### src/rtl/core/pip_pkg.sv
// ----------------------------------------------------------------------------
// Point-in-polygon package
// Result codes, vertex counter sizing and the per-edge status record that
// passes between the edge evaluator and the top level.
// ----------------------------------------------------------------------------
package pip_pkg;

  // Result codes on the location field.
  localparam logic [1:0] LOC_OUTSIDE  = 2'd0;
  localparam logic [1:0] LOC_INSIDE   = 2'd1;
  localparam logic [1:0] LOC_BOUNDARY = 2'd2;

  // Vertex counter saturates at the smallest polygon that has an interior.
  localparam int unsigned CNT_W = 2;
  localparam logic [CNT_W-1:0] CNT_NONE     = 2'd0;
  localparam logic [CNT_W-1:0] CNT_ONE      = 2'd1;
  localparam logic [CNT_W-1:0] MIN_VERTICES = 2'd3;

  // Outcome of one polygon edge against the query point.
  typedef struct packed {
    logic toggle;    // edge crosses the ray: flip inside parity
    logic boundary;  // point lies on the edge or on one of its ends
  } edge_res_t;

endpackage

### src/rtl/core/pip_in_if.sv
// ----------------------------------------------------------------------------
// Point-in-polygon request channel
// Valid/ready channel carrying one polygon vertex, the query point and the
// last-vertex mark.
// ----------------------------------------------------------------------------
interface pip_in_if #(
  parameter int unsigned COORD_BITS = 16
) ();

  logic                         valid;
  logic                         ready;
  logic signed [COORD_BITS-1:0] vertex_x;
  logic signed [COORD_BITS-1:0] vertex_y;
  logic signed [COORD_BITS-1:0] point_x;
  logic signed [COORD_BITS-1:0] point_y;
  logic                         last_vertex;

  modport source (
    output valid, vertex_x, vertex_y, point_x, point_y, last_vertex,
    input  ready
  );

  modport sink (
    input  valid, vertex_x, vertex_y, point_x, point_y, last_vertex,
    output ready
  );

endinterface

### src/rtl/core/pip_out_if.sv
// ----------------------------------------------------------------------------
// Point-in-polygon result channel
// Valid/ready channel carrying one location code per polygon.
// ----------------------------------------------------------------------------
interface pip_out_if ();

  logic       valid;
  logic       ready;
  logic [1:0] location;

  modport source (
    output valid, location,
    input  ready
  );

  modport sink (
    input  valid, location,
    output ready
  );

endinterface

### src/rtl/core/pip_edge.sv
// ----------------------------------------------------------------------------
// Point-in-polygon edge evaluator
// Takes edge a->b relative to the query point, registers the two cross
// product terms and the compare flags, then resolves toggle and boundary.
// ----------------------------------------------------------------------------
module pip_edge #(
  parameter int unsigned COORD_BITS = 16
) (
  input  logic                         clk_i,
  input  logic                         en_i,
  input  logic signed [COORD_BITS-1:0] ax_i,
  input  logic signed [COORD_BITS-1:0] ay_i,
  input  logic signed [COORD_BITS-1:0] bx_i,
  input  logic signed [COORD_BITS-1:0] by_i,
  input  logic signed [COORD_BITS-1:0] px_i,
  input  logic signed [COORD_BITS-1:0] py_i,
  output pip_pkg::edge_res_t           res_o
);

  localparam int unsigned DW = COORD_BITS + 1;
  localparam int unsigned PW = 2 * DW;
  localparam int unsigned SW = PW + 1;

  logic signed [DW-1:0] dax, day, dbx, dby;
  logic                 dax_neg, dbx_pos;
  logic                 vert_hit_d, cross_y;
  logic                 direct_d, need_cross_d, up_d;
  logic signed [PW-1:0] prod1_d, prod2_d;

  logic signed [PW-1:0] prod1_q, prod2_q;
  logic                 vert_hit_q, direct_q, need_cross_q, up_q;

  logic signed [SW-1:0] cross_val;
  logic                 cross_zero, cross_pos;

  // Coordinates relative to the query point, one bit wider so they are exact.
  assign dax = $signed({ax_i[COORD_BITS-1], ax_i}) - $signed({px_i[COORD_BITS-1], px_i});
  assign day = $signed({ay_i[COORD_BITS-1], ay_i}) - $signed({py_i[COORD_BITS-1], py_i});
  assign dbx = $signed({bx_i[COORD_BITS-1], bx_i}) - $signed({px_i[COORD_BITS-1], px_i});
  assign dby = $signed({by_i[COORD_BITS-1], by_i}) - $signed({py_i[COORD_BITS-1], py_i});

  assign dax_neg = dax[DW-1];
  assign dbx_pos = !dbx[DW-1] && (dbx != '0);

  // Point on end b, or on a horizontal edge through the point.
  assign vert_hit_d = (dby == '0) &&
                      ((dbx == '0) || ((day == '0) && (dbx_pos == dax_neg)));

  // Edge straddles the horizontal line through the point.
  assign cross_y      = day[DW-1] != dby[DW-1];
  assign direct_d     = cross_y && !dax_neg && dbx_pos;
  assign need_cross_d = cross_y && (!dax_neg != dbx_pos);
  assign up_d         = dby > day;

  assign prod1_d = dax * dby;
  assign prod2_d = dbx * day;

  always_ff @(posedge clk_i) begin
    if (en_i) begin
      prod1_q      <= prod1_d;
      prod2_q      <= prod2_d;
      vert_hit_q   <= vert_hit_d;
      direct_q     <= direct_d;
      need_cross_q <= need_cross_d;
      up_q         <= up_d;
    end
  end

  // Sign of the cross product decides the side of the point.
  assign cross_val  = prod1_q - prod2_q;
  assign cross_zero = cross_val == '0;
  assign cross_pos  = !cross_val[SW-1] && !cross_zero;

  always_comb begin
    res_o.boundary = vert_hit_q || (need_cross_q && cross_zero);
    res_o.toggle   = direct_q || (need_cross_q && !cross_zero && (cross_pos == up_q));
  end

endmodule

### src/rtl/core/point_in_polygon_test_unit.sv
// ----------------------------------------------------------------------------
// Point-in-polygon test unit
// Streams polygon vertices and reports whether the query point lies outside,
// inside or on the boundary of the polygon.
// ----------------------------------------------------------------------------
// Usage:
//   req_i carries one vertex per request, in polygon order, plus the query
//   point (sampled only on the first vertex) and a last-vertex mark. Each
//   request after the first tests the edge from the previous vertex; the
//   last request also tests the closing edge back to the first vertex.
//   res_o carries one location code per polygon, on its last vertex:
//   outside, inside or boundary. Fewer than three vertices give outside.
//   Throughput: one vertex per cycle while req_i.ready is high. The result
//   reaches res_o through the input register, product register and result
//   register, in that order.
//   A stalled result holds in the output register while later vertices keep
//   flowing; req_i.ready drops only when every stage holds an item that
//   cannot advance.
//   Reset clears the pipeline valids, the vertex counter and the parity and
//   boundary flags; the first request after reset starts a new polygon.
// ----------------------------------------------------------------------------
module point_in_polygon_test_unit #(
  parameter int unsigned COORD_BITS = 16
) (
  input  logic      clk_i,
  input  logic      rst_ni,
  pip_in_if.sink    req_i,
  pip_out_if.source res_o
);

  typedef struct packed {
    logic first;   // request opens a polygon: restart parity and boundary
    logic last;    // request closes the polygon: emit a result
    logic cnt_ok;  // polygon has at least three vertices
    logic e1_en;   // edge from previous vertex is live
    logic e2_en;   // closing edge is live
  } stage_ctl_t;

  // Polygon state, updated at request accept.
  logic [pip_pkg::CNT_W-1:0]    seen_q, seen_d, cnt_next;
  logic signed [COORD_BITS-1:0] first_x_q, first_y_q;
  logic signed [COORD_BITS-1:0] prev_x_q, prev_y_q;
  logic signed [COORD_BITS-1:0] held_x_q, held_y_q;
  logic signed [COORD_BITS-1:0] cur_px, cur_py, cur_fx, cur_fy;
  logic                         is_first;

  // Input register stage.
  logic                         s1_valid_q;
  stage_ctl_t                   s1_ctl_q, s1_ctl_d;
  logic signed [COORD_BITS-1:0] s1_ax_q, s1_ay_q, s1_vx_q, s1_vy_q;
  logic signed [COORD_BITS-1:0] s1_fx_q, s1_fy_q, s1_px_q, s1_py_q;

  // Product register stage.
  logic                         s2_valid_q;
  stage_ctl_t                   s2_ctl_q;
  pip_pkg::edge_res_t           e1_res, e2_res;

  // Accumulators and result register.
  logic                         parity_q, on_edge_q;
  logic                         par_new, edge_new;
  logic                         out_valid_q;
  logic [1:0]                   location_q, location_d;

  // Handshake chain.
  logic req_fire, out_free, s2_go, s2_free, s1_go, s1_free;

  assign out_free = !out_valid_q || res_o.ready;
  assign s2_go    = s2_valid_q && (!s2_ctl_q.last || out_free);
  assign s2_free  = !s2_valid_q || s2_go;
  assign s1_go    = s1_valid_q && s2_free;
  assign s1_free  = !s1_valid_q || s1_go;
  assign req_fire = req_i.valid && req_i.ready;

  assign req_i.ready    = s1_free;
  assign res_o.valid    = out_valid_q;
  assign res_o.location = location_q;

  // ---- accept: latch point and first vertex, advance the vertex counter ----
  assign is_first = seen_q == pip_pkg::CNT_NONE;
  assign cur_px   = is_first ? req_i.point_x  : held_x_q;
  assign cur_py   = is_first ? req_i.point_y  : held_y_q;
  assign cur_fx   = is_first ? req_i.vertex_x : first_x_q;
  assign cur_fy   = is_first ? req_i.vertex_y : first_y_q;

  always_comb begin
    priority if (is_first) begin
      cnt_next = pip_pkg::CNT_ONE;
    end else if (seen_q == pip_pkg::MIN_VERTICES) begin
      cnt_next = seen_q;
    end else begin
      cnt_next = seen_q + pip_pkg::CNT_ONE;
    end
    // A closed polygon hands over to a fresh one.
    seen_d = req_i.last_vertex ? pip_pkg::CNT_NONE : cnt_next;

    s1_ctl_d.first  = is_first;
    s1_ctl_d.last   = req_i.last_vertex;
    s1_ctl_d.cnt_ok = cnt_next == pip_pkg::MIN_VERTICES;
    s1_ctl_d.e1_en  = !is_first;
    s1_ctl_d.e2_en  = req_i.last_vertex;
  end

  always_ff @(posedge clk_i or negedge rst_ni) begin
    if (!rst_ni) begin
      seen_q     <= pip_pkg::CNT_NONE;
      s1_valid_q <= 1'b0;
      s2_valid_q <= 1'b0;
    end else begin
      if (req_fire) begin
        seen_q <= seen_d;
      end
      if (s1_free) begin
        s1_valid_q <= req_fire;
      end
      if (s2_free) begin
        s2_valid_q <= s1_go;
      end
    end
  end

  // Polygon coordinates and the input register snapshot.
  always_ff @(posedge clk_i or negedge rst_ni) begin
    if (!rst_ni) begin
      first_x_q <= '0;
      first_y_q <= '0;
      prev_x_q  <= '0;
      prev_y_q  <= '0;
      held_x_q  <= '0;
      held_y_q  <= '0;
    end else if (req_fire) begin
      first_x_q <= cur_fx;
      first_y_q <= cur_fy;
      held_x_q  <= cur_px;
      held_y_q  <= cur_py;
      prev_x_q  <= req_i.vertex_x;
      prev_y_q  <= req_i.vertex_y;
    end
  end

  always_ff @(posedge clk_i) begin
    if (req_fire) begin
      s1_ctl_q <= s1_ctl_d;
      s1_ax_q  <= prev_x_q;
      s1_ay_q  <= prev_y_q;
      s1_vx_q  <= req_i.vertex_x;
      s1_vy_q  <= req_i.vertex_y;
      s1_fx_q  <= cur_fx;
      s1_fy_q  <= cur_fy;
      s1_px_q  <= cur_px;
      s1_py_q  <= cur_py;
    end
  end

  always_ff @(posedge clk_i) begin
    if (s1_go) begin
      s2_ctl_q <= s1_ctl_q;
    end
  end

  // ---- edge evaluators: previous->current and current->first ----
  pip_edge #(
    .COORD_BITS (COORD_BITS)
  ) u_edge_prev (
    .clk_i (clk_i),
    .en_i  (s1_go),
    .ax_i  (s1_ax_q),
    .ay_i  (s1_ay_q),
    .bx_i  (s1_vx_q),
    .by_i  (s1_vy_q),
    .px_i  (s1_px_q),
    .py_i  (s1_py_q),
    .res_o (e1_res)
  );

  pip_edge #(
    .COORD_BITS (COORD_BITS)
  ) u_edge_close (
    .clk_i (clk_i),
    .en_i  (s1_go),
    .ax_i  (s1_vx_q),
    .ay_i  (s1_vy_q),
    .bx_i  (s1_fx_q),
    .by_i  (s1_fy_q),
    .px_i  (s1_px_q),
    .py_i  (s1_py_q),
    .res_o (e2_res)
  );

  // ---- accumulate parity and boundary, form the result ----
  always_comb begin
    par_new  = (!s2_ctl_q.first && parity_q)
             ^ (s2_ctl_q.e1_en && e1_res.toggle)
             ^ (s2_ctl_q.e2_en && e2_res.toggle);
    edge_new = (!s2_ctl_q.first && on_edge_q)
             | (s2_ctl_q.e1_en && e1_res.boundary)
             | (s2_ctl_q.e2_en && e2_res.boundary);

    // Boundary wins over parity; short polygons are always outside.
    priority if (!s2_ctl_q.cnt_ok) begin
      location_d = pip_pkg::LOC_OUTSIDE;
    end else if (edge_new) begin
      location_d = pip_pkg::LOC_BOUNDARY;
    end else if (par_new) begin
      location_d = pip_pkg::LOC_INSIDE;
    end else begin
      location_d = pip_pkg::LOC_OUTSIDE;
    end
  end

  always_ff @(posedge clk_i or negedge rst_ni) begin
    if (!rst_ni) begin
      parity_q    <= 1'b0;
      on_edge_q   <= 1'b0;
      out_valid_q <= 1'b0;
    end else begin
      if (s2_go) begin
        parity_q  <= par_new;
        on_edge_q <= edge_new;
      end
      if (s2_go && s2_ctl_q.last) begin
        out_valid_q <= 1'b1;
      end else if (res_o.ready) begin
        out_valid_q <= 1'b0;
      end
    end
  end

  always_ff @(posedge clk_i) begin
    if (s2_go && s2_ctl_q.last) begin
      location_q <= location_d;
    end
  end

`ifndef NO_ASSERTIONS
  // A closing vertex always restarts the polygon.
  a_last_clears_count: assert property (@(posedge clk_i) disable iff (!rst_ni)
    req_fire && req_i.last_vertex |=> seen_q == pip_pkg::CNT_NONE)
    else $error("vertex counter not cleared after last vertex");

  // Back-pressure reaches the input only when every stage is occupied.
  a_stall_only_when_full: assert property (@(posedge clk_i) disable iff (!rst_ni)
    !req_i.ready |-> s1_valid_q && s2_valid_q && out_valid_q)
    else $error("request stalled with a free pipeline stage");

  // Polygons with fewer than three vertices report outside.
  a_short_is_outside: assert property (@(posedge clk_i) disable iff (!rst_ni)
    s2_go && s2_ctl_q.last && !s2_ctl_q.cnt_ok |=> location_q == pip_pkg::LOC_OUTSIDE)
    else $error("short polygon not reported outside");

  // Only defined location codes leave the block.
  a_location_code: assert property (@(posedge clk_i) disable iff (!rst_ni)
    out_valid_q |-> location_q == pip_pkg::LOC_OUTSIDE ||
                    location_q == pip_pkg::LOC_INSIDE ||
                    location_q == pip_pkg::LOC_BOUNDARY)
    else $error("undefined location code on result");
`endif

endmodule

### src/flat_wrapper.sv
// flat-port wrapper written by rule: the top's interface ports become plain ports
module point_in_polygon_test_unit_flat 
#(
  parameter int unsigned COORD_BITS = 16
)
  (clk_i, rst_ni, req_i_valid, req_i_vertex_x, req_i_vertex_y, req_i_point_x, req_i_point_y, req_i_last_vertex, req_i_ready, res_o_valid, res_o_location, res_o_ready);
  pip_in_if #(.COORD_BITS(COORD_BITS)) req_i_i ();
  pip_out_if res_o_i ();
  input  logic clk_i;
  input  logic rst_ni;
  input wire logic [$bits(req_i_i.valid)-1:0] req_i_valid;
  input wire logic [$bits(req_i_i.vertex_x)-1:0] req_i_vertex_x;
  input wire logic [$bits(req_i_i.vertex_y)-1:0] req_i_vertex_y;
  input wire logic [$bits(req_i_i.point_x)-1:0] req_i_point_x;
  input wire logic [$bits(req_i_i.point_y)-1:0] req_i_point_y;
  input wire logic [$bits(req_i_i.last_vertex)-1:0] req_i_last_vertex;
  output wire logic [$bits(req_i_i.ready)-1:0] req_i_ready;
  output wire logic [$bits(res_o_i.valid)-1:0] res_o_valid;
  output wire logic [$bits(res_o_i.location)-1:0] res_o_location;
  input wire logic [$bits(res_o_i.ready)-1:0] res_o_ready;
  assign req_i_i.valid = req_i_valid;
  assign req_i_i.vertex_x = req_i_vertex_x;
  assign req_i_i.vertex_y = req_i_vertex_y;
  assign req_i_i.point_x = req_i_point_x;
  assign req_i_i.point_y = req_i_point_y;
  assign req_i_i.last_vertex = req_i_last_vertex;
  assign req_i_ready = req_i_i.ready;
  assign res_o_valid = res_o_i.valid;
  assign res_o_location = res_o_i.location;
  assign res_o_i.ready = res_o_ready;
  point_in_polygon_test_unit #(.COORD_BITS(COORD_BITS)) u_core (.clk_i(clk_i), .rst_ni(rst_ni), .req_i(req_i_i), .res_o(res_o_i));
endmodule
### config.mk
export PLATFORM = sky130hd
export DESIGN_NAME = point_in_polygon_test_unit_flat
export DESIGN_NICKNAME = d
export VERILOG_FILES = /design/src/rtl/core/pip_pkg.sv /design/src/rtl/core/pip_in_if.sv /design/src/rtl/core/pip_out_if.sv /design/src/rtl/core/pip_edge.sv /design/src/rtl/core/point_in_polygon_test_unit.sv /design/src/flat_wrapper.sv
export SDC_FILE = /design/constraint.sdc
export NUM_CORES = 2
export LEC_CHECK = 0
export ABC_AREA = 1
export BUFFER_PORTS_ARGS = -buffer_cell sky130_fd_sc_hd__buf_2
export CAP_MARGIN = 10
export CELL_PAD_IN_SITES_DETAIL_PLACEMENT = 0
export CELL_PAD_IN_SITES_GLOBAL_PLACEMENT = 1
export CORE_ASPECT_RATIO = 1.1
export CORE_MARGIN = 2
export CORE_UTILIZATION = 40
export DETAILED_ROUTE_END_ITERATION = 16
export PLACE_DENSITY_LB_ADDON = 0.1
export SLEW_MARGIN = 20
export SYNTH_ARGS = -nofsm -noshare
export SYNTH_HDL_FRONTEND = slang
export SYNTH_HIERARCHICAL = 1
export SYNTH_SLANG_ARGS = --single-unit
### constraint.sdc
create_clock -name clk_i -period 13.5 [get_ports clk_i]
set_input_delay 0.675 -clock clk_i [delete_from_list [all_inputs] [get_ports clk_i]]
set_output_delay 0.675 -clock clk_i [all_outputs]
set_load 0.02 [all_outputs]
==> results.txt <==
----------------------------------------------------
[Timing]
  Setup TNS ... 0 ns
  Worst hold margin ... 0.110 ns
  Number of hold violations in the final report ... 0
  Final setup vio count ... 0
  Transition time at the pin with the least slew margin ... 1.07 ns
  Worst-case headroom to the max-slew limit ... between 20% and 30%
  Number of pins with negative max-slew slack in the final report ... 0
  Peak clock frequency supported by timing ... roughly 110 MHz
  Final worst path period share ... between 60% and 70%
  Crit path time final ... 9.27 ns
  Setup skew after layout ... roughly 0.05 ns
  Unrepaired setup endpoints after global routing ... false

[Finish]
  Layout net count ... about 11000
  Relative area change from synthesis to final layout ... 7.02%
  Most frequent standard cell in the layout excluding fill and tap cells ... sky130_fd_sc_hd__nand2_1
  Post-route cell area ... between 70000 and 80000 um2
  Share of final-layout standard cells stronger than drive strength 1 ... 4.42%
  Layout fillers ... 18142
  Commonest non-fill, non-tap cells in the layout ... sky130_fd_sc_hd__nand2_1, sky130_fd_sc_hd__inv_1, sky130_fd_sc_hd__fa_1

[Floorplanning]
  Die height ... around 440 um
  Initial Util ... ~40%
  Die X ... between 400 and 500 um
  Core Footprint ... around 180000 um2
  Die area ... between 150000 and 200000 um2
  I/O pin count ... 73
  Number of placement rows ... between 150 and 200

[Critical path]
  CP max FO ... 10
  Worst endpoint required time ... roughly 14 ns
  Crit-path max cell delay ... between 0.8 and 0.9 ns
  Worst R2R End ... u_core/u_edge_close/prod2_q[30]
  Startpoint of the lowest-slack register-to-register path ... u_core/s1_px_q[0]
  Startpoint Class ... register
  Critical path start-end classification ... reg2reg
  CP Launch Point ... u_core/s1_px_q[0]
  Slack of the worst reg-to-reg path ... ~4.2 ns
  Slowest library cell on the worst path ... sky130_fd_sc_hd__nor4_1
  Category of the worst setup path capture point ... register
  Worst EP arrival ... between 9 and 10 ns
  Length in cells of the worst reg-to-reg path ... 26
  Most Frequent Cell on Critical Path ... sky130_fd_sc_hd__fa_1

[Clock network]
  H-Tree Level Count ... 2
  TritonCTS Buffers ... 49
  Cell at the root of the clock tree ... sky130_fd_sc_hd__clkbuf_16
  Count of cells resized by post-cts repair ... 0
  CTS max path bufs ... 3
  Clock tree from TritonCTS ... yes
  Post-CTS Hold Fix Bufs ... 0
  Post-CTS setup repair buffer count ... 0
  Clock Sinks ... approximately 390
  Clock-pin transition on the worst setup and hold timing paths ... roughly 0.06 ns
  Later-pin clock latency in the skew report ... 0.66 ns

[Yosys]
  Synthesized area per cell ... between 8 and 9 um2
  Primary flip-flop cell chosen by synthesis mapping ... sky130_fd_sc_hd__edfxtp_1
  Synth area leader ... sky130_fd_sc_hd__fa_1
  Share of flip-flops with an asynchronous set or reset after synthesis ... roughly 27%
  Gate count of the mapped netlist ... ~9000
  YS warnings ... 6
  Number of synthesized flops with an enable pin ... around 280
  Cell types occupying the most area after synthesis ... sky130_fd_sc_hd__fa_1, sky130_fd_sc_hd__nand2_1, sky130_fd_sc_hd__edfxtp_1
  Fraction of synthesized cell area taken by the top area cell type ... around a third
  Post-Syn Area ... around 70000 um2
  Post-synthesis sequential element count ... a little under 400
  Number of nets produced by synthesis ... roughly 11000
  Unique masters post-synth ... 69
  Proportion of synthesized chip area in sequential cells ... approximately 16%

[Place]
  Detailed Place HPWL ... just over 200000 um
  Port bufs ... 72
  Final GP Congestion ... roughly 0.93
  Dpl cell area ... between 70000 and 80000 um2

[GRT]
  Met1 global-route usage ... around a third
  Via count of the first global-routing pass ... 59154
  Overall fraction of global-route tracks in use ... 27.6%
  Global routing met2 resource utilization ... around half
  Residual overflow from global routing ... 0
  Antenna violations before repair ... 3
  Global-route wire length before repair ... ~370000 um
  GRT met3 Usage ... 2.48%
  Largest net degree at the start of global routing ... 84
  Most used routing layer in global routing ... met2

[Drt]
  Routed via count ... 55690
  # DRC ... 0
  Average via count per standard cell ... a little under 5
  DRC marker count from the first detailed-route iteration ... roughly 3600
  First-pass DRT Iterations ... 7
  Antenna-violating nets left ... 0
  Average wire per cell in the routed design ... approximately 22 um
  Drt total wl ... ~240000 um

[Job]
  Max-Cap Viols ... 0

[Min path]
  Kind of path behind the tightest hold check ... in2async

[Outcome]
  Run status ... finished clean

----------------------------------------------------
through the flow:
| step | utilization, % | std cells | setup WS (ns) |
|---|---|---|---|
| floorplan | - | 8813 | 6.28 |
| global placement | 42.1 | 11097 | 4.30 |
| detailed placement | 42.1 | 11097 | 4.35 |
| CTS | 43.1 | 11189 | 4.21 |
| global route | 43.1 | 11192 | 3.93 |
| finish | 43.1 | 11196 | 4.23 |
synthesized netlist by cell type, types with 29 or more instances:
cell                       number
sky130_fd_sc_hd__nor3_1        49
sky130_fd_sc_hd__clkinv_1      29
sky130_fd_sc_hd__nand3_1      213
sky130_fd_sc_hd__xor2_1       131
sky130_fd_sc_hd__nor2_1       850
sky130_fd_sc_hd__edfxtp_1     282
sky130_fd_sc_hd__o21ai_0      109
sky130_fd_sc_hd__ha_1         568
sky130_fd_sc_hd__fa_1        1192
sky130_fd_sc_hd__nand2_1     2300
sky130_fd_sc_hd__dfrtp_1      103
sky130_fd_sc_hd__inv_1       2099
sky130_fd_sc_hd__clkbuf_1      88
sky130_fd_sc_hd__a21oi_1      271
sky130_fd_sc_hd__nand2_2       44
sky130_fd_sc_hd__buf_2         40
sky130_fd_sc_hd__nand4_1       65
sky130_fd_sc_hd__xnor2_1       80
flip-flops by register name, indices dropped and copies added, names as in the netlist, 2 cells and up:
register                     flops
u_core/s1_ay_q                  16
u_core/u_edge_prev/prod1_q      34
u_core/s1_ax_q                  16
u_core/u_edge_close/prod1_q     34
u_core/s1_vy_q                  16
u_core/s1_ctl_q                  4
u_core/first_x_q                16
u_core/s1_fx_q                  16
u_core/s1_vx_q                  16
u_core/s2_ctl_q                  4
u_core/u_edge_close/prod2_q     34
u_core/prev_x_q                 16
u_core/prev_y_q                 16
u_core/seen_q                    2
u_core/u_edge_prev/prod2_q      34
u_core/first_y_q                16
u_core/s1_py_q                  16
u_core/res_o.location            2
u_core/held_y_q                 16
u_core/s1_px_q                  16
u_core/s1_fy_q                  16
u_core/held_x_q                 16
how the worst max path moves through the flow:
stage                     slack (ns)                              end
after floorplan                 6.28  u_core/u_edge_close/prod1_q[33]
after global placement          4.30  u_core/u_edge_close/prod1_q[31]
after detailed placement        4.35  u_core/u_edge_close/prod2_q[30]
after CTS                       4.21  u_core/u_edge_close/prod2_q[30]
after global routing            3.93  u_core/u_edge_close/prod2_q[30]
final                           4.23  u_core/u_edge_close/prod2_q[30]
kinds of logic (layout without fill, tap and decap cells):
logic type,Yosys count,in the layout,synth area share [%]
xor+xnor,226,226,3.04
simple gates,3618,3618,20.6
fa+ha+maj,1760,1760,43.9
compound gates,530,530,4.40
other cells,0,7,0
buf+inv,2294,2388,12.4
flops,385,385,15.6
per-layer routing:
metal | share of wire (%) | vias to the layer above
met1 | 39 | 27700
met2 | 51 | 1286
li1 | - | 26317
met3 | 3.7 | 387
met5 | 0 | -
met4 | 5.9 | 0
cell type report:
type	count	area (um2)	area share, %
diodes	7	17.5	0.0232
clock buffers	59	1340	1.77
multi-input cells	6134	50900	67.3
clock inverters	33	395	0.523
repair buffers	155	986	1.31
flip-flops and latches	385	11000	14.6
inverters	2141	8050	10.7
well taps	2282	2860	3.78
critical path, delay by kind of cell, from the launching register on:
kind          cells  cell delay [ns]
simple gates     11             2.45
fa+ha+maj         9             4.09
xor+xnor          2             1.14
buf+inv           4             0.83
flops             1             0.43
Power is not shown: default switching activity piles up to over one toggle a cycle in this logic, so the estimate is an artifact.
